$ cat config.mk
export PLATFORM = sky130hd
export DESIGN_NAME = rc4_engine
export DESIGN_NICKNAME = d
export VERILOG_FILES = /design/src/hdl/rc4_pkg.sv /design/src/hdl/rc4_ram.sv /design/src/hdl/rc4_engine.sv
export SDC_FILE = /design/constraint.sdc
export NUM_CORES = 2
export LEC_CHECK = 0
export BUFFER_PORTS_ARGS = -buffer_cell sky130_fd_sc_hd__buf_2
export CAP_MARGIN = 10
export CORE_MARGIN = 2
export CORE_UTILIZATION = 35
export DETAILED_ROUTE_END_ITERATION = 8
export GPL_TIMING_DRIVEN = 0
export PLACE_DENSITY = 0.49
export REMOVE_ABC_BUFFERS = 1
export SYNTH_ARGS = -nofsm -noshare
export SYNTH_HDL_FRONTEND = slang
export SYNTH_SLANG_ARGS = --single-unit
$ cat constraint.sdc
create_clock -name clk -period 32.8 [get_ports clk]
set_input_delay 1.64 -clock clk [delete_from_list [all_inputs] [get_ports clk]]
set_output_delay 1.64 -clock clk [all_outputs]
set_load 0.01 [all_outputs]
$ cat src/hdl/rc4_pkg.sv
`timescale 1ns / 1ps

package rc4_pkg;

  localparam int PERM_SIZE = 256;
  localparam int PW        = 8;

  typedef enum logic {
    OP_KEY,
    OP_DATA
  } op_t;

  typedef enum logic [3:0] {
    ST_IDLE,
    ST_SCH_RD_N,
    ST_SCH_RD_J,
    ST_SCH_WR_N,
    ST_SCH_WR_J,
    ST_DAT_RD_J,
    ST_DAT_WR_I,
    ST_DAT_OUT
  } state_t;

  typedef struct packed {
    logic          cmd;
    logic [PW-1:0] byte_in;
    logic          last;
  } in_item_t;

  typedef struct packed {
    logic [PW-1:0] byte_out;
    logic [PW-1:0] keystream;
    logic          last_out;
  } out_item_t;

  typedef struct packed {
    op_t           op;
    logic [PW-1:0] data;
    logic          last;
  } q_item_t;

endpackage

$ cat src/hdl/rc4_ram.sv
`timescale 1ns / 1ps

module rc4_ram #(
  parameter int WIDTH = 8,
  parameter int DEPTH = 256,
  parameter int AW    = (DEPTH > 1) ? $clog2(DEPTH) : 1
) (
  input  logic             clk,
  input  logic             we,
  input  logic [AW-1:0]    waddr,
  input  logic [WIDTH-1:0] wdata,
  input  logic             re,
  input  logic [AW-1:0]    raddr,
  output logic [WIDTH-1:0] rdata
);

  logic [WIDTH-1:0] mem [DEPTH];

  always_ff @(posedge clk) begin
    if (we) begin
      mem[waddr] <= wdata;
    end
    if (re) begin
      rdata <= mem[raddr];
    end
  end

endmodule

$ cat src/hdl/rc4_engine.sv
`timescale 1ns / 1ps

module rc4_engine #(
  parameter int KEY_MAX = 256
) (
  input  logic               clk,
  input  logic               rst,
  input  logic               q_valid,
  output logic               q_ready,
  input  rc4_pkg::q_item_t   q_item,
  output logic               out_valid,
  input  logic               out_ready,
  output rc4_pkg::out_item_t out_data
);
  import rc4_pkg::*;

  localparam int KW = (KEY_MAX > 1) ? $clog2(KEY_MAX) : 1;
  localparam int CW = $clog2(KEY_MAX + 1);

  state_t state, state_next;

  logic [PW-1:0]        idx_i;
  logic [PW-1:0]        idx_j;
  logic [CW-1:0]        key_count;
  logic [CW-1:0]        key_len;
  logic [KW-1:0]        kidx;
  logic [PW-1:0]        n;
  logic [PW-1:0]        jacc;
  logic [PW-1:0]        si;
  logic [PW-1:0]        sj;
  logic                 hit_i;
  logic                 hit_j;
  logic                 cur_last;
  logic [PW-1:0]        cur_data;
  logic [PERM_SIZE-1:0] vld;
  logic [PW-1:0]        rd_addr_q;
  logic                 rd_vld_q;

  logic                 p_re;
  logic [PW-1:0]        p_raddr;
  logic                 p_we;
  logic [PW-1:0]        p_waddr;
  logic [PW-1:0]        p_wdata;
  logic [PW-1:0]        p_rdata;
  logic [PW-1:0]        p_rd;

  logic                 k_we;
  logic                 k_re;
  logic [PW-1:0]        k_rdata;

  logic                 key_room;
  logic [PW-1:0]        i_next;
  logic [PW-1:0]        j_data;
  logic [PW-1:0]        j_sched;
  logic [PW-1:0]        t_addr;
  logic [PW-1:0]        ks;
  logic [CW-1:0]        kidx_inc;
  logic                 out_load;
  logic                 sched_end;

  rc4_ram #(.WIDTH(PW), .DEPTH(PERM_SIZE)) u_perm (
    .clk   (clk),
    .we    (p_we),
    .waddr (p_waddr),
    .wdata (p_wdata),
    .re    (p_re),
    .raddr (p_raddr),
    .rdata (p_rdata)
  );

  rc4_ram #(.WIDTH(PW), .DEPTH(KEY_MAX), .AW(KW)) u_key (
    .clk   (clk),
    .we    (k_we),
    .waddr (key_count[KW-1:0]),
    .wdata (q_item.data),
    .re    (k_re),
    .raddr (kidx),
    .rdata (k_rdata)
  );

  // an entry never written since the last identity reset reads as its own index
  assign p_rd     = rd_vld_q ? p_rdata : rd_addr_q;
  assign key_room = (key_count < CW'(KEY_MAX));
  assign i_next   = idx_i + 8'd1;
  assign j_data   = idx_j + p_rd;
  assign j_sched  = jacc + p_rd + k_rdata;
  assign t_addr   = si + p_rd;
  assign ks       = hit_j ? si : (hit_i ? sj : p_rd);
  assign kidx_inc = CW'(kidx) + CW'(1);
  assign out_load = (state == ST_DAT_OUT) && (!out_valid || out_ready);
  assign sched_end = (state == ST_SCH_WR_J) && (n == PW'(PERM_SIZE - 1));

  always_comb begin
    state_next = state;
    unique case (state)
      ST_IDLE: begin
        if (q_valid) begin
          if (q_item.op == OP_DATA) begin
            state_next = ST_DAT_RD_J;
          end else if (q_item.last) begin
            state_next = ST_SCH_RD_N;
          end
        end
      end
      ST_SCH_RD_N: state_next = ST_SCH_RD_J;
      ST_SCH_RD_J: state_next = ST_SCH_WR_N;
      ST_SCH_WR_N: state_next = ST_SCH_WR_J;
      ST_SCH_WR_J: state_next = sched_end ? ST_IDLE : ST_SCH_RD_N;
      ST_DAT_RD_J: state_next = ST_DAT_WR_I;
      ST_DAT_WR_I: state_next = ST_DAT_OUT;
      ST_DAT_OUT: begin
        if (out_load) begin
          state_next = ST_IDLE;
        end
      end
      default: state_next = ST_IDLE;
    endcase
  end

  always_comb begin
    q_ready = 1'b0;
    p_re    = 1'b0;
    p_raddr = i_next;
    p_we    = 1'b0;
    p_waddr = n;
    p_wdata = si;
    k_we    = 1'b0;
    k_re    = 1'b0;
    unique case (state)
      ST_IDLE: begin
        q_ready = 1'b1;
        if (q_valid) begin
          if (q_item.op == OP_DATA) begin
            p_re = 1'b1;
          end else begin
            k_we = key_room;
          end
        end
      end
      ST_SCH_RD_N: begin
        p_re    = 1'b1;
        p_raddr = n;
        k_re    = 1'b1;
      end
      ST_SCH_RD_J: begin
        p_re    = 1'b1;
        p_raddr = j_sched;
      end
      ST_SCH_WR_N: begin
        p_we    = 1'b1;
        p_waddr = n;
        p_wdata = p_rd;
      end
      ST_SCH_WR_J: begin
        p_we    = 1'b1;
        p_waddr = jacc;
        p_wdata = si;
      end
      ST_DAT_RD_J: begin
        p_re    = 1'b1;
        p_raddr = j_data;
      end
      ST_DAT_WR_I: begin
        p_we    = 1'b1;
        p_waddr = idx_i;
        p_wdata = p_rd;
        p_re    = 1'b1;
        p_raddr = t_addr;
      end
      ST_DAT_OUT: begin
        p_we    = 1'b1;
        p_waddr = idx_j;
        p_wdata = si;
      end
      default: begin
        q_ready = 1'b0;
      end
    endcase
  end

  always_ff @(posedge clk) begin
    if (p_re) begin
      rd_addr_q <= p_raddr;
      rd_vld_q  <= vld[p_raddr];
    end
    unique case (state)
      ST_IDLE: begin
        cur_data <= q_item.data;
        cur_last <= q_item.last;
        n        <= '0;
        jacc     <= '0;
        kidx     <= '0;
        key_len  <= key_room ? key_count + CW'(1) : key_count;
      end
      ST_SCH_RD_J: begin
        si   <= p_rd;
        jacc <= j_sched;
      end
      ST_SCH_WR_J: begin
        n    <= n + 8'd1;
        kidx <= (kidx_inc == key_len) ? '0 : kidx_inc[KW-1:0];
      end
      ST_DAT_RD_J: begin
        si <= p_rd;
      end
      ST_DAT_WR_I: begin
        sj    <= p_rd;
        hit_i <= (t_addr == idx_i);
        hit_j <= (t_addr == idx_j);
      end
      default: begin
        si <= si;
      end
    endcase
    if (out_load) begin
      out_data.byte_out  <= cur_data ^ ks;
      out_data.keystream <= ks;
      out_data.last_out  <= cur_last;
    end
  end

  always_ff @(posedge clk) begin
    if (rst) begin
      state     <= ST_IDLE;
      idx_i     <= '0;
      idx_j     <= '0;
      key_count <= '0;
      vld       <= '0;
      out_valid <= 1'b0;
    end else begin
      state <= state_next;
      if (p_we) begin
        vld[p_waddr] <= 1'b1;
      end
      if (state == ST_IDLE && q_valid) begin
        if (q_item.op == OP_DATA) begin
          idx_i <= i_next;
        end else begin
          if (key_room) begin
            key_count <= key_count + CW'(1);
          end
          // schedule starts from identity
          if (q_item.last) begin
            vld <= '0;
          end
        end
      end
      if (state == ST_DAT_RD_J) begin
        idx_j <= j_data;
      end
      if (sched_end) begin
        idx_i     <= '0;
        idx_j     <= '0;
        key_count <= '0;
      end
      if (out_load) begin
        out_valid <= 1'b1;
      end else if (out_ready) begin
        out_valid <= 1'b0;
      end
    end
  end

  a_key_count_bound: assert property (@(posedge clk) disable iff (rst)
    key_count <= CW'(KEY_MAX))
    else $error("key_count beyond key store depth");

  a_kidx_in_key: assert property (@(posedge clk) disable iff (rst)
    (state == ST_SCH_RD_N) |-> (key_len != '0) && (CW'(kidx) < key_len))
    else $error("key index outside loaded key");

  a_sched_clears: assert property (@(posedge clk) disable iff (rst)
    sched_end |=> (idx_i == '0) && (idx_j == '0) && (key_count == '0))
    else $error("indices not cleared after schedule");

  a_out_from_data: assert property (@(posedge clk) disable iff (rst)
    $rose(out_valid) |-> $past(state) == ST_DAT_OUT)
    else $error("result raised outside data completion");

endmodule

==> summary.txt <==
Floorplanning
  • Total Die Area: 519,000 µm²
  • Site row count: 263
  • Core Box Area: 512,000 µm²
  • Die extent in x: 721 µm
  • Starting Density: 35.1%
  • Die Y: 721 µm
  • Top-level I/O count: 33

Synthesis
  • Most used flip-flop cell after synthesis: edfxtp_1
  • Async set-reset flop share out of synthesis: 0%
  • Number of distinct standard cells referenced by the synthesized netlist: 80
  • Mean instance size in the synthesized netlist: ~15 µm²
  • Main combinational cell family by area after synthesis: compound AO/OA/AOI/OAI gates
  • Adder-cell share of the synthesized area: less than 1%
  • FF+latch count, synth: 4,483
  • Seq/Total Area, Yosys: between 70% and 80%
  • Count of flip-flops with a built-in enable after synthesis: 4,198
  • Synth Instances: 11,945
  • Warnings, synthesis: 0
  • Total standard cell area after synthesis: 180,000 µm²
  • Synth Area in XOR/XNOR: 0.423%
  • Simple-Gate Fraction of Synth Area: between 8 and 9%
  • Compound-cell area share of the yosys netlist: just over 8%
  • Mux contribution to synthesized area: 7.37%

Global route
  • Global route overflow: 0
  • Total GRT Usage: 19.9%
  • Number of antenna violations at the first check in global routing: 36
  • Maximum number of pins on one net before global-route repair: 218
  • Global-route wire length before repair: ~760,000 µm
  • Vias in the first global route: 102,949

Power and ir drop
  • Highest ir drop seen on vdd: 0.0000591 V
  • Reported leakage power: 65.8 nW
  • Power per cell area: slightly below 80 nW/µm²
  • Post-route total power: 0.0159 W

Placed design
  • Total placed cells including tap cells: approximately 18,000
  • Total half-perimeter wirelength after legalization and detailed placement: roughly 320,000 µm
  • Number of buffers added on ports: 32
  • Routability-driven placement congestion ratio: approximately 0.8
  • Place WS: around 23,000 ps

Cells and area
  • Sequential cell area: 132,000 µm²
  • Number of fill cells in the layout: 46,048
  • # nets final: between 10,000 and 15,000
  • Area of combinational cells with multiple inputs: 44,700 µm²
  • Final instance count without filler cells: 19,009
  • Proportion of layout cells with a drive suffix above 1: around an eighth
  • Synth-to-Final Area Change: 15.1%

CTS
  • Maximum level of the CTS H-tree: 5
  • Clock tree from TritonCTS: built
  • Count of buffers added by post-CTS timing repair for setup: 0
  • Clock-pin slew on the worst setup and hold paths: 60 ps
  • Count of instances resized after the clock tree is built: 0
  • Root Driver: clkbuf_16
  • Number of buffers added by the clock tree synthesis step: 459
  • CTS Sinks: about 4,500
  • Clock network latency to the later pin of the worst-skew pair: 1030 ps
  • Hold bufs inserted after CTS: 0
  • CTS Buffer Depth: 4

Detailed routing
  • Iteration-0 DRC Markers: 11,141
  • Antenna Violating Nets Remaining: 0
  • Vias per cell: 5.55
  • Pre-antenna DRT Iters: 8
  • Drc violations: 0
  • Wirelength, routed: 535,000 µm
  • Via count: 105,481
  • Routed length per placed instance: between 20 and 30 µm

Outcome
  • Outcome: finished, final reports clean

Critical path
  • R2R depth: 18
  • Crit Path Category: flip-flop to flip-flop
  • R2R Setup Slk: 22,900 ps
  • Worst flop-to-flop path startpoint: rd_vld_q
  • Crit start category: flip-flop
  • Nature of the critical path endpoint: flip-flop
  • Crit path arrival time: 10,610 ps
  • Destination of the worst register-to-register timing path: u_perm.rdata[3]
  • Maximum fanout along the worst path: 197
  • CP Data Required Time: 33,510 ps

Hold path
  • Endpoint of the worst hold-timing path: vld[255]
  • Worst hold-check path type: flip-flop to flip-flop
  • Hold path start: vld[255]
  • Number of cells traversed by the worst hold path: 1

STA
  • Highest Clock Rate: slightly above 100 MHz
  • Post-route minimum period: 9900 ps
  • Final Max Slew Viols: 0
  • Worst hold slack after final layout: 456 ps
  • Tcrit/Tclk final: 30.2%
  • Setup TNS: 0 ps
  • Setup-failing EPs final: 0
  • Number of hold violations in the final report: 0
  • Final Worst Setup Slack: approximately 23,000 ps
  • Slew at the pin closest to its max-slew limit: roughly 1300 ps
  • Headroom to the max-slew limit: 9.43%
  • Setup repair after global routing missed its margin: false
  • Max Clock Skew: 37.3 ps

Flow run
  • Number of max-cap violations: 0
power by group:
part	internal, W	leakage [nW]	total, W	switching [W]
Sequential	0.00646	40.1	0.00650	0.0000390
Clock	0.00306	7.42	0.00528	0.00222
Combinational	0.00130	18.3	0.00411	0.00281
layout make-up:
type                    count  area share, %
diodes                     10         0.0121
well taps                6757           4.09
flip-flops and latches   4483           63.7
multi-input cells        6579           21.6
clock buffers             621           6.17
clock inverters           228           1.17
inverters                  32         0.0780
repair buffers            299           3.20
registers in the layout, indices dropped and copies added (netlist names), 3 cells and up:
signal and count:
u_key.mem 2048, u_perm.mem 2048, vld 256, out_data 17
key_count 9, key_len 9, cur_data 8, idx_i 8
idx_j 8, jacc 8, kidx 8, n 8
rd_addr_q 8, si 8, sj 8, u_key.rdata 8
u_perm.rdata 8, state 3
kinds of logic (layout without fill, tap and decap cells):
logic type	count (synthesis)	in the layout
AOI/OAI and AO/OA	2105	2105
xor gates and xnor gates	86	86
adders and majority gates	37	37
buffers and inverters	883	1180
DFF	4483	4483
muxes	902	902
other	0	10
and+or+nand+nor	3449	3449
worst max-delay path: stages (launching register included):
cell,delay [ps]
edfxtp_1,570
mux2i_1,780
inv_1,350
fa_1,640
mux2i_1,160
a32oi_4,660
buf_16,230
buf_12,180
nand2_8,280
buf_16,400
buf_16,320
inv_16,390
buf_16,600
buf_16,510
nand2_2,750
a21oi_1,590
nor4_2,210
nor4_1,720
a211oi_1,300
synthesized netlist by cell type, types with 129 or more instances:
| master | n | area, µm² |
|---|---|---|
| clkbuf_1 | 361 | 1360 |
| o21ai_0 | 191 | 956 |
| nor2_1 | 580 | 2180 |
| dfxtp_1 | 285 | 5710 |
| mux2i_1 | 436 | 4360 |
| nand3_1 | 415 | 2080 |
| a21oi_1 | 505 | 2530 |
| o221ai_1 | 129 | 1130 |
| and3_1 | 273 | 1710 |
| o22ai_1 | 136 | 851 |
| mux4_2 | 323 | 7270 |
| edfxtp_1 | 4198 | 126000 |
| nand2_1 | 1956 | 7340 |
| buf_2 | 335 | 1680 |
| a311oi_1 | 355 | 3110 |
| mux2_2 | 143 | 1610 |
| o21a_1 | 258 | 1940 |
| a211oi_1 | 160 | 1200 |
cells in the final DEF, fill, tap and decap left out, drive strengths merged, types with 78 or more instances in the layout:
cell    netlist  routed
clkinv        0     161
a21oi       505     505
nand2      1960    1960
nor2        581     581
mux4        323     323
clkbuf      361     621
nand3       415     415
o21ai       194     194
a211oi      160     160
o21a        258     258
a311oi      355     355
mux2i       436     436
o221ai      130     130
buf         490     299
and3        273     273
o22ai       136     136
nor3         78      78
edfxtp     4198    4198
dfxtp       285     285
mux2        143     143
metrics by stage:
step	instance area, µm²	utilization, %
floorplan	176000	-
global placement	185000	36.0
detailed placement	192000	37.4
CTS	207000	40.4
global route	207000	40.4
finish	207000	40.4
per-layer routing:
metal	vias to the layer above	wire length [µm]	GRT usage, %
li1	46174	-	-
met1	54822	225000	26.8
met2	3678	259000	33.4
met3	797	33000	2.76
met4	10	17600	6.09
met5	-	68	0
worst max-delay path by stage:
| stage | slack [ps] | startpoint | to | cells after the start |
|---|---|---|---|---|
| 5_1_grt | 22760 | rd_vld_q | u_perm.rdata[7] | 20 |
| 3_5_place_dp | 23230 | rd_vld_q | u_perm.rdata[7] | 20 |
| 6_report | 22900 | rd_vld_q | u_perm.rdata[3] | 18 |
| 4_1_cts | 23200 | rd_vld_q | u_perm.rdata[7] | 20 |
| 3_3_place_gp | -50260 | state[1] | u_perm.rdata[7] | 11 |
| 2_1_floorplan | 4780 | kidx[0] | kidx[0] | 7 |
Power figures use the tool's default switching activity.
