`src/hdl/rc4_pkg.sv`:
```
`timescale 1ns / 1ps

package rc4_pkg;

  localparam int PERM_SIZE = 256;
  localparam int PW        = 8;

  typedef enum logic {
    OP_KEY,
    OP_DATA
  } op_t;

  typedef enum logic [3:0] {
    ST_IDLE,
    ST_SCH_RD_N,
    ST_SCH_RD_J,
    ST_SCH_WR_N,
    ST_SCH_WR_J,
    ST_DAT_RD_J,
    ST_DAT_WR_I,
    ST_DAT_OUT
  } state_t;

  typedef struct packed {
    logic          cmd;
    logic [PW-1:0] byte_in;
    logic          last;
  } in_item_t;

  typedef struct packed {
    logic [PW-1:0] byte_out;
    logic [PW-1:0] keystream;
    logic          last_out;
  } out_item_t;

  typedef struct packed {
    op_t           op;
    logic [PW-1:0] data;
    logic          last;
  } q_item_t;

endpackage

```
`src/hdl/rc4_front.sv`:
```
`timescale 1ns / 1ps

module rc4_front (
  input  logic              clk,
  input  logic              rst,
  input  logic              in_valid,
  output logic              in_ready,
  input  rc4_pkg::in_item_t in_data,
  output logic              q_valid,
  input  logic              q_ready,
  output rc4_pkg::q_item_t  q_item
);
  import rc4_pkg::*;

  q_item_t    slot [2];
  logic       wr_ptr;
  logic       rd_ptr;
  logic [1:0] count;
  logic       push;
  logic       pop;
  q_item_t    item_in;

  always_comb begin
    item_in.op   = in_data.cmd ? OP_DATA : OP_KEY;
    item_in.data = in_data.byte_in;
    item_in.last = in_data.last;
  end

  assign in_ready = (count != 2'd2);
  assign q_valid  = (count != 2'd0);
  assign q_item   = slot[rd_ptr];
  assign push     = in_valid && in_ready;
  assign pop      = q_valid && q_ready;

  always_ff @(posedge clk) begin
    if (push) begin
      slot[wr_ptr] <= item_in;
    end
  end

  always_ff @(posedge clk) begin
    if (rst) begin
      wr_ptr <= 1'b0;
      rd_ptr <= 1'b0;
      count  <= 2'd0;
    end else begin
      if (push) begin
        wr_ptr <= ~wr_ptr;
      end
      if (pop) begin
        rd_ptr <= ~rd_ptr;
      end
      if (push && !pop) begin
        count <= count + 2'd1;
      end else if (pop && !push) begin
        count <= count - 2'd1;
      end
    end
  end

endmodule

```
`config.mk`:
```
export PLATFORM = sky130hd
export DESIGN_NAME = rc4_front
export DESIGN_NICKNAME = d
export VERILOG_FILES = /design/src/hdl/rc4_pkg.sv /design/src/hdl/rc4_front.sv
export SDC_FILE = /design/constraint.sdc
export NUM_CORES = 1
export LEC_CHECK = 0
export ABC_AREA = 0
export BUFFER_PORTS_ARGS = -buffer_cell sky130_fd_sc_hd__buf_4
export CAP_MARGIN = 20
export CORE_MARGIN = 10
export CORE_UTILIZATION = 52
export CTS_BUF_LIST = sky130_fd_sc_hd__clkbuf_8
export DETAILED_ROUTE_END_ITERATION = 8
export PLACE_DENSITY_LB_ADDON = 0.15
export SLEW_MARGIN = 5
export SYNTH_ARGS = -nofsm -noshare
export SYNTH_HDL_FRONTEND = slang
export SYNTH_SLANG_ARGS = --single-unit
```
`constraint.sdc`:
```
create_clock -name clk -period 1.9 [get_ports clk]
set_clock_uncertainty 0.2 [all_clocks]
set_input_delay 0.095 -clock clk [delete_from_list [all_inputs] [get_ports clk]]
set_output_delay 0.095 -clock clk [all_outputs]
set_load 0.02 [all_outputs]
```
==> flow_summary.toml, run 1 <==
[critical_path]
cp_data_required_time_ns = 1.90
path_max_fanout = 5
ff2ff_path_depth = 5
r2r-end = "count[1]$_SDFFE_PP0P_"
slowest_delay_ns = 0.36
slowest_stage = "dfxtp_1"
cp.depth = 5
cp.buffers_inverters = 0
worstSetupPathType = "reg -> reg"
arrival_ns = 1.79
crit_path_start = "count[0]$_SDFFE_PP0P_"
rr_startpoint = "count[0]$_SDFFE_PP0P_"
worst-r2r-setup-slack_ns = 0.11
crit_path_end = "count[1]$_SDFFE_PP0P_"
crit_family = "simple AND/OR/NAND/NOR gates"
critPathLaunchType = "flop"
crit_chain = "nand2b_4, and2_1, ha_1, or3_1, a21oi_1"
crit_path_end_kind = "flop"

[cts]
insertion_delay_ns = 0.26
clockRootBuffer = "clkbuf_8"
cts_tree = "yes"
path_clk_slew_ns = 0.08
post-cts-setup-buffers = 0
htree_levels = 1
cts_buffer_depth = 2
cts_buffers = 3
cts_sinks = 25

[finish]
nets = 114
antennaDiodeCount = 0
drive_gt1_frac = 0.449
syn_to_final_growth_pct = 43.5
final_common_cell = "buf_4"
final_cell_mix = "28 x buf_4, 20 x edfxtp_1, 12 x dlygate4sd3_1"

[sta]
setup_tns_ns = 0
max-slew-margin-rel = 0.705
grt_setup_unrepaired = "false"
finalMaxSlewViolations = 0
timing.fmax_ghz = 0.560
fin_crit_sh = 0.940
finalSetupViolCount = 0
fin_crit_ns = 1.79
hold_violations = 0
max_slew.worst_pin.slew_ns = 0.442
hold_slack_ns = 0.132

[place]
gp_congestion = 0.649
hpwlAfterDp_um = 1310
port_buffers = 25

[power_and_ir_drop]
p_per_area_nw_per_um2 = 1220
peakVddDrop_v = 0.000878
leakage_nw = 0.541

[grt]
grt.overflow.total = 0
grt_usage = 0.0990
grt_pass1_vias = 673
antenna_found_initial = 0
grt_max_degree = 14
grt_pass1_wl_um = 3090

[worst_hold_path]
min_path_type = "in -> reg"
min_path_cells = 5

[floorplanning]
ios = 26
die_w_um = 62.5
die_area_sq_um = 3910
coreArea_sq_um = 1730
start_util = 0.545
die_height_um = 62.5
rows = 15

[yosys]
synth_nets = 70
yosysWarningCount = 0
ys_ff_latch = 25
synthTopCellsByArea = "edfxtp_1 64%, mux2_2 12%, dfxtp_1 11%"
synth_seq_area_share = 0.745
ys_types = 17
syn-cell-area_sq_um = 941
synth.top_cell.area_share = 0.638
avgSynthCellArea_sq_um = 17.1
synthCells = 55
yosys.area.top_type = "edfxtp_1"

[route]
drt-initial-drc-count = 8
wirelength_um = 1850
vias_per_cell = 4.85
vias = 597
drcViolationCount = 0
drt-pass1-iter-count = 4
routedWlPerCell_um = 15.1
ant_nets = 0

[job]
cap_violations = 0

[outcome]
status = "completed"
==> sequential cells by signal, summed over array words and instances (netlist names), named ones only <==
name and cells:
slot 20, wr_ptr 1, rd_ptr 1, count 2
==> worst register-to-register path, delay by kind of cell (launching register included) <==
kind | cells | cell delay, ns
and+or+nand+nor | 3 | 0.69
DFF | 1 | 0.36
adders and majority gates | 1 | 0.32
AOI/OAI and AO/OA | 1 | 0.15
==> layout make-up <==
type | instances | area, sq um
well taps | 25 | 31.3
inverters | 1 | 3.75
repair buffers | 40 | 330
fillers | 105 | 377
flip-flops and latches | 25 | 701
multi-input cells | 28 | 239
clock buffers | 3 | 41.3
clock inverters | 1 | 3.75
==> where the power goes <==
group	internal, mW	switching, mW	total (mW)	leakage (nW)
clock	0.144	0.153	0.297	0.0269
combinational	0.303	0.285	0.588	0.286
sequential	0.693	0.0705	0.763	0.228
==> worst min-delay path by stage <==
stage | end | slack (ns) | from
after detailed placement | slot[0][8]$_DFFE_PP_ | 0.08 | in_data[8]
final | rd_ptr$_SDFFE_PP0P_ | 0.13 | q_ready
after CTS | flop | 0.12 | q_ready
after floorplan | count[1]$_SDFFE_PP0P_ | -0.04 | rst
after global placement | slot[0][0]$_DFFE_PP_ | 0.08 | in_data[0]
after global routing | rd_ptr$_SDFFE_PP0P_ | 0.20 | q_ready
==> metrics by stage <==
stage               power [mW]  utilization  setup slack, ns  instance area, sq um  cells
finish                    1.65        0.782            0.115                  1350    123
global route              1.75        0.782           0.0150                  1350    123
detailed placement        1.34        0.682           0.0604                  1180    107
floorplan                 1.10            -           0.0348                   941     55
CTS                       1.65        0.778           0.0360                  1340    123
global placement          1.31        0.682            0.145                  1180    107
==> cells by family after synthesis <==
kind of cell             Yosys count  share of synthesized area
flip-flops                        25                      0.745
multiplexers                      10                      0.120
AND/OR/NAND/NOR                    9                     0.0532
AO/OA/AOI/OAI                      5                     0.0319
XOR/XNOR                           3                     0.0279
buffers and inverters              2                    0.00930
adder cells (fa/ha/maj)            1                     0.0133
==> cells in the mapped netlist <==
library cell,instances
edfxtp_1,20
mux2_2,10
dfxtp_1,5
nor2_1,3
xor2_1,3
a21oi_1,2
o21ai_0,2
a21bo_2,1
and2_1,1
and3_1,1
buf_2,1
ha_1,1
inv_1,1
nand2b_1,1
nand3b_1,1
or2_2,1
or3_1,1
==> per-layer routing <==
| metal | wire (um) | track usage | vias to the layer above |
|---|---|---|---|
| met2 | 1050 | 0.176 | 14 |
| met4 | 34 | 0.0587 | 0 |
| li1 | - | - | 288 |
| met5 | 0 | 0 | - |
| met1 | 683 | 0.0979 | 291 |
| met3 | 84 | 0.0323 | 4 |
==> what timing repair did <==
action                                  CTS  global route
gates resized for setup                   0             2
endpoints found under the setup margin    0             1
hold buffers                             12             0
hold endpoints to repair                 25             0
(Power assumes the default switching activity.)
==> inputs of run 2 (changes only) <==
Settings changed: RECOVER_POWER set to 50.
==> flow_summary.toml, run 2 (synthesis results as in run 1) <==
[outcome]
status = "completed"

[cts]
clockRootBuffer = "clkbuf_8"
cts_sinks = 25
htree_levels = 1
post-cts-setup-buffers = 0
cts_buffers = 3
insertion_delay_ns = 0.26
path_clk_slew_ns = 0.08
cts_tree = "yes"
cts_buffer_depth = 2

[worst_hold_path]
hold_path_startpoint = "q_ready"
min_path_cells = 5
min_path_type = "in -> reg"
whs_endpoint = "rd_ptr$_SDFFE_PP0P_"

[grt]
antenna_found_initial = 0
use_met3 = 0.0323
grt_pass1_wl_um = 3090
grt_pass1_vias = 673
met1_usage = 0.0979
grt_max_degree = 14
grt.overflow.total = 0
grt_usage = 0.0990
top_usage_layer = "met2"
grt_use_met2 = 0.176

[floorplanning]
die_area_sq_um = 3910
die_w_um = 62.5
ios = 26
start_util = 0.545
coreArea_sq_um = 1730
rows = 15
die_height_um = 62.5

[finish]
antennaDiodeCount = 0
final_cell_mix = "20 x edfxtp_1, 15 x buf_4, 12 x dlygate4sd3_1"
fill_cells = 111
syn_to_final_growth_pct = 42.3
regMostFlops = "slot"
drive_gt1_frac = 0.418
nets = 114
largest_reg_flops = 20
reg_top3 = "slot x20, count x2"
final_common_cell = "edfxtp_1"

[sta]
fin_crit_sh = 0.940
fin_crit_ns = 1.79
finalSetupViolCount = 0
max_slew.worst_pin.slew_ns = 0.441
timing.fmax_ghz = 0.560
max-slew-margin-rel = 0.706
setup_tns_ns = 0
finalMaxSlewViolations = 0
hold_violations = 0
grt_setup_unrepaired = "false"

[critical_path]
ff2ff_path_depth = 5
arrival_ns = 1.78
worstSetupPathType = "reg -> reg"
crit_path_start = "count[0]$_SDFFE_PP0P_"
critPathLaunchType = "flop"
rr_startpoint = "count[0]$_SDFFE_PP0P_"
r2r-end = "count[1]$_SDFFE_PP0P_"
worst-r2r-setup-slack_ns = 0.11
path_max_fanout = 5
crit_path_end_kind = "flop"
cp_data_required_time_ns = 1.90

[route]
drcViolationCount = 0
wirelength_um = 1860
drt-initial-drc-count = 7
vias_per_cell = 4.95
drt-pass1-iter-count = 4
routedWlPerCell_um = 15.1
ant_nets = 0
vias = 609

[power_and_ir_drop]
leakage_nw = 0.528
finalPower_mw = 1.63
peakVddDrop_v = 0.000844
p_per_area_nw_per_um2 = 1220

[place]
port_buffers = 25
gp_congestion = 0.649
hpwlAfterDp_um = 1310

[job]
cap_violations = 0
==> run 2: changes by cell type in the layout (fill, tap and decap cells not counted), sizes merged <==
cell	delta
buf	-13
clkbuf	+13
==> run 2: power by group <==
part           internal [mW]  switching [mW]
clock                  0.144           0.154
combinational          0.282           0.285
sequential             0.692          0.0702
total                   1.12           0.509
==> run 2: per-layer routing <==
layer | wire [um] | vias to the layer above
met5 | 0 | -
li1 | - | 289
met3 | 100 | 4
met2 | 1040 | 20
met4 | 34 | 0
met1 | 679 | 296
==> run 2: metrics by stage <==
| stage | setup WS [ns] | hold WS (ns) | utilization | area (sq um) | std cells |
|---|---|---|---|---|---|
| floorplan | 0.0348 | -0.0359 | - | 941 | 55 |
| global placement | 0.145 | 0.0808 | 0.682 | 1180 | 107 |
| detailed placement | 0.0604 | 0.0831 | 0.682 | 1180 | 107 |
| CTS | 0.0360 | 0.122 | 0.778 | 1340 | 123 |
| global route | 0.0155 | 0.202 | 0.775 | 1340 | 123 |
| finish | 0.115 | 0.133 | 0.775 | 1340 | 123 |
==> run 2: area by class of cell <==
class	instances	area [sq um]	area share
Inverter	1	3.75	0.00280
Timing Repair Buffer	40	319	0.238
Sequential cell	25	701	0.523
Clock inverter	1	3.75	0.00280
Clock buffer	3	41.3	0.0308
Multi-Input combinational cell	28	239	0.179
Tap cell	25	31.3	0.0234
==> run 2: worst max-delay path by stage <==
stage	endpoint	slack (ns)
detailed placement	count[1]$_SDFFE_PP0P_	0.06
global placement	count[1]$_SDFFE_PP0P_	0.15
floorplan	count[1]$_SDFFE_PP0P_	0.03
finish	count[1]$_SDFFE_PP0P_	0.11
global route	count[1]$_SDFFE_PP0P_	0.02
CTS	count[1]$_SDFFE_PP0P_	0.04
==> run 2: worst max-delay path: stages (launching register included) <==
cell      delay, ns
dfxtp_1        0.36
nand2b_4       0.17
and2_1         0.16
ha_1           0.32
or3_1          0.36
a21oi_1        0.15
==> run 2: repair_timing <==
item / CTS / global route
hold endpoints to repair: 25 / 0
setup endpoints to repair: 0 / 1
gates resized for setup: 0 / 2
hold buffers: 12 / 0
==> inputs of run 3 (changes only) <==
Settings changed: REMOVE_ABC_BUFFERS set to 1.
==> flow_summary.toml, run 3 (synthesis results as in run 1) <==
[critical_path]
crit_path_start = "count[0]$_SDFFE_PP0P_"
arrival_ns = 1.82
crit_family = "simple AND/OR/NAND/NOR gates"
slowest_delay_ns = 0.36
rr_startpoint = "count[0]$_SDFFE_PP0P_"
path_max_fanout = 5
worstSetupPathType = "reg -> reg"
slowest_stage = "or3_1"
crit_chain = "nand2b_1, and2_1, ha_1, or3_1, a21oi_1"
cp_data_required_time_ns = 1.89
critPathLaunchType = "flop"
cp.buffers_inverters = 0
crit_path_end_kind = "flop"

[sta]
max-slew-margin-rel = 0.706
max_slew.worst_pin.slew_ns = 0.440
fin_crit_sh = 0.962
setup_tns_ns = 0
timing.fmax_ghz = 0.547
grt_setup_unrepaired = "false"
hold_violations = 0
fin_crit_ns = 1.83
finalMaxSlewViolations = 0
finalSetupViolCount = 0

[power_and_ir_drop]
p_per_area_nw_per_um2 = 1190
peakVddDrop_v = 0.000839
leakage_nw = 0.517

[floorplanning]
die_height_um = 62.5
die_w_um = 62.5
coreArea_sq_um = 1730
die_area_sq_um = 3910
rows = 15
ios = 26
start_util = 0.545

[place]
gp_congestion = 0.709
port_buffers = 25
placed_cells = 106
hpwlAfterDp_um = 1170

[worst_hold_path]
hold_path_startpoint = "q_ready"
min_path_type = "in -> reg"

[finish]
syn_to_final_growth_pct = 40.3
final_common_cell = "edfxtp_1"
multi_input_comb_area_sq_um = 231
largest_reg_flops = 20
seq_area_sq_um = 701
nets = 113
final_cell_mix = "20 x edfxtp_1, 14 x buf_4, 12 x dlygate4sd3_1"
regMostFlops = "slot"
fin_util = 0.764
drive_gt1_frac = 0.392
final_cell_count_no_fill = 122
fill_cells = 124
reg_top3 = "slot x20, count x2"
antennaDiodeCount = 0

[job]
cap_violations = 0

[grt]
grt_usage = 0.0918
grt.overflow.total = 0
grt_pass1_vias = 626
grt_pass1_wl_um = 2910
antenna_found_initial = 0
grt_max_degree = 14

[cts]
insertion_delay_ns = 0.25
clockRootBuffer = "clkbuf_8"
cts_sinks = 25
htree_levels = 1
cts_tree = "yes"
cts_buffers = 3
cts_buffer_depth = 2
post-cts-setup-buffers = 0
path_clk_slew_ns = 0.07

[route]
vias = 563
vias_per_cell = 4.61
drt-pass1-iter-count = 4
drcViolationCount = 0
wirelength_um = 1680
ant_nets = 0
routedWlPerCell_um = 13.7
drt-initial-drc-count = 21

[outcome]
status = "completed"
## run 3: cell type report
cell class                 count  share of cell area
timing repair buffer          39               0.233
multi-input combinational     28               0.175
clock inverter                 1             0.00284
tap                           25              0.0237
sequential                    25               0.531
inverter                       1             0.00284
clock buffer                   3              0.0313
## run 3: metal layers
metal | GRT usage | wire length (um) | part of all wire
met4 | 0.0363 | 34 | 0.020
met1 | 0.0954 | 661 | 0.39
met2 | 0.163 | 883 | 0.53
met3 | 0.0341 | 99 | 0.059
met5 | 0 | 0 | 0
## run 3: worst register-to-register path: cells and delay by family (launching register included)
| kind | cells | cell delay (ns) |
|---|---|---|
| DFF | 1 | 0.35 |
| adders and majority gates | 1 | 0.33 |
| AOI/OAI and AO/OA | 1 | 0.14 |
| and+or+nand+nor | 3 | 0.75 |
## run 3: power breakdown
part           switching, mW  leakage (nW)  internal (mW)  total, mW
Sequential            0.0643         0.228          0.693      0.757
Combinational          0.275         0.262          0.263      0.538
Clock                  0.138        0.0269          0.144      0.282
Total                  0.478         0.517           1.10       1.58
## run 3: worst paths after layout
path / cells after the start / slack [ns] / endpoint
setup / recovery: 5 / 0.07 / count[1]$_SDFFE_PP0P_
hold / removal: 4 / 0.07 / flop
setup reg to reg: 5 / 0.07 / count[1]$_SDFFE_PP0P_
hold reg to reg: 2 / 0.32 / flop
## run 3: timing repair
item / CTS / global route
gates resized for setup: 0 / 0
endpoints found under the hold margin: 25 / 0
hold buffers: 12 / 0
## run 3: through the flow
step	hold slack (ns)	total power [mW]	cell area (sq um)	setup WS (ns)
5_1_grt	0.140	1.67	1320	0.00175
6_report	0.0711	1.58	1320	0.0719
3_5_place_dp	0.0832	1.32	1170	0.0781
3_3_place_gp	0.0805	1.30	1170	0.144
4_1_cts	0.0719	1.62	1340	0.0670
2_1_floorplan	-0.0359	1.10	936	0.0348
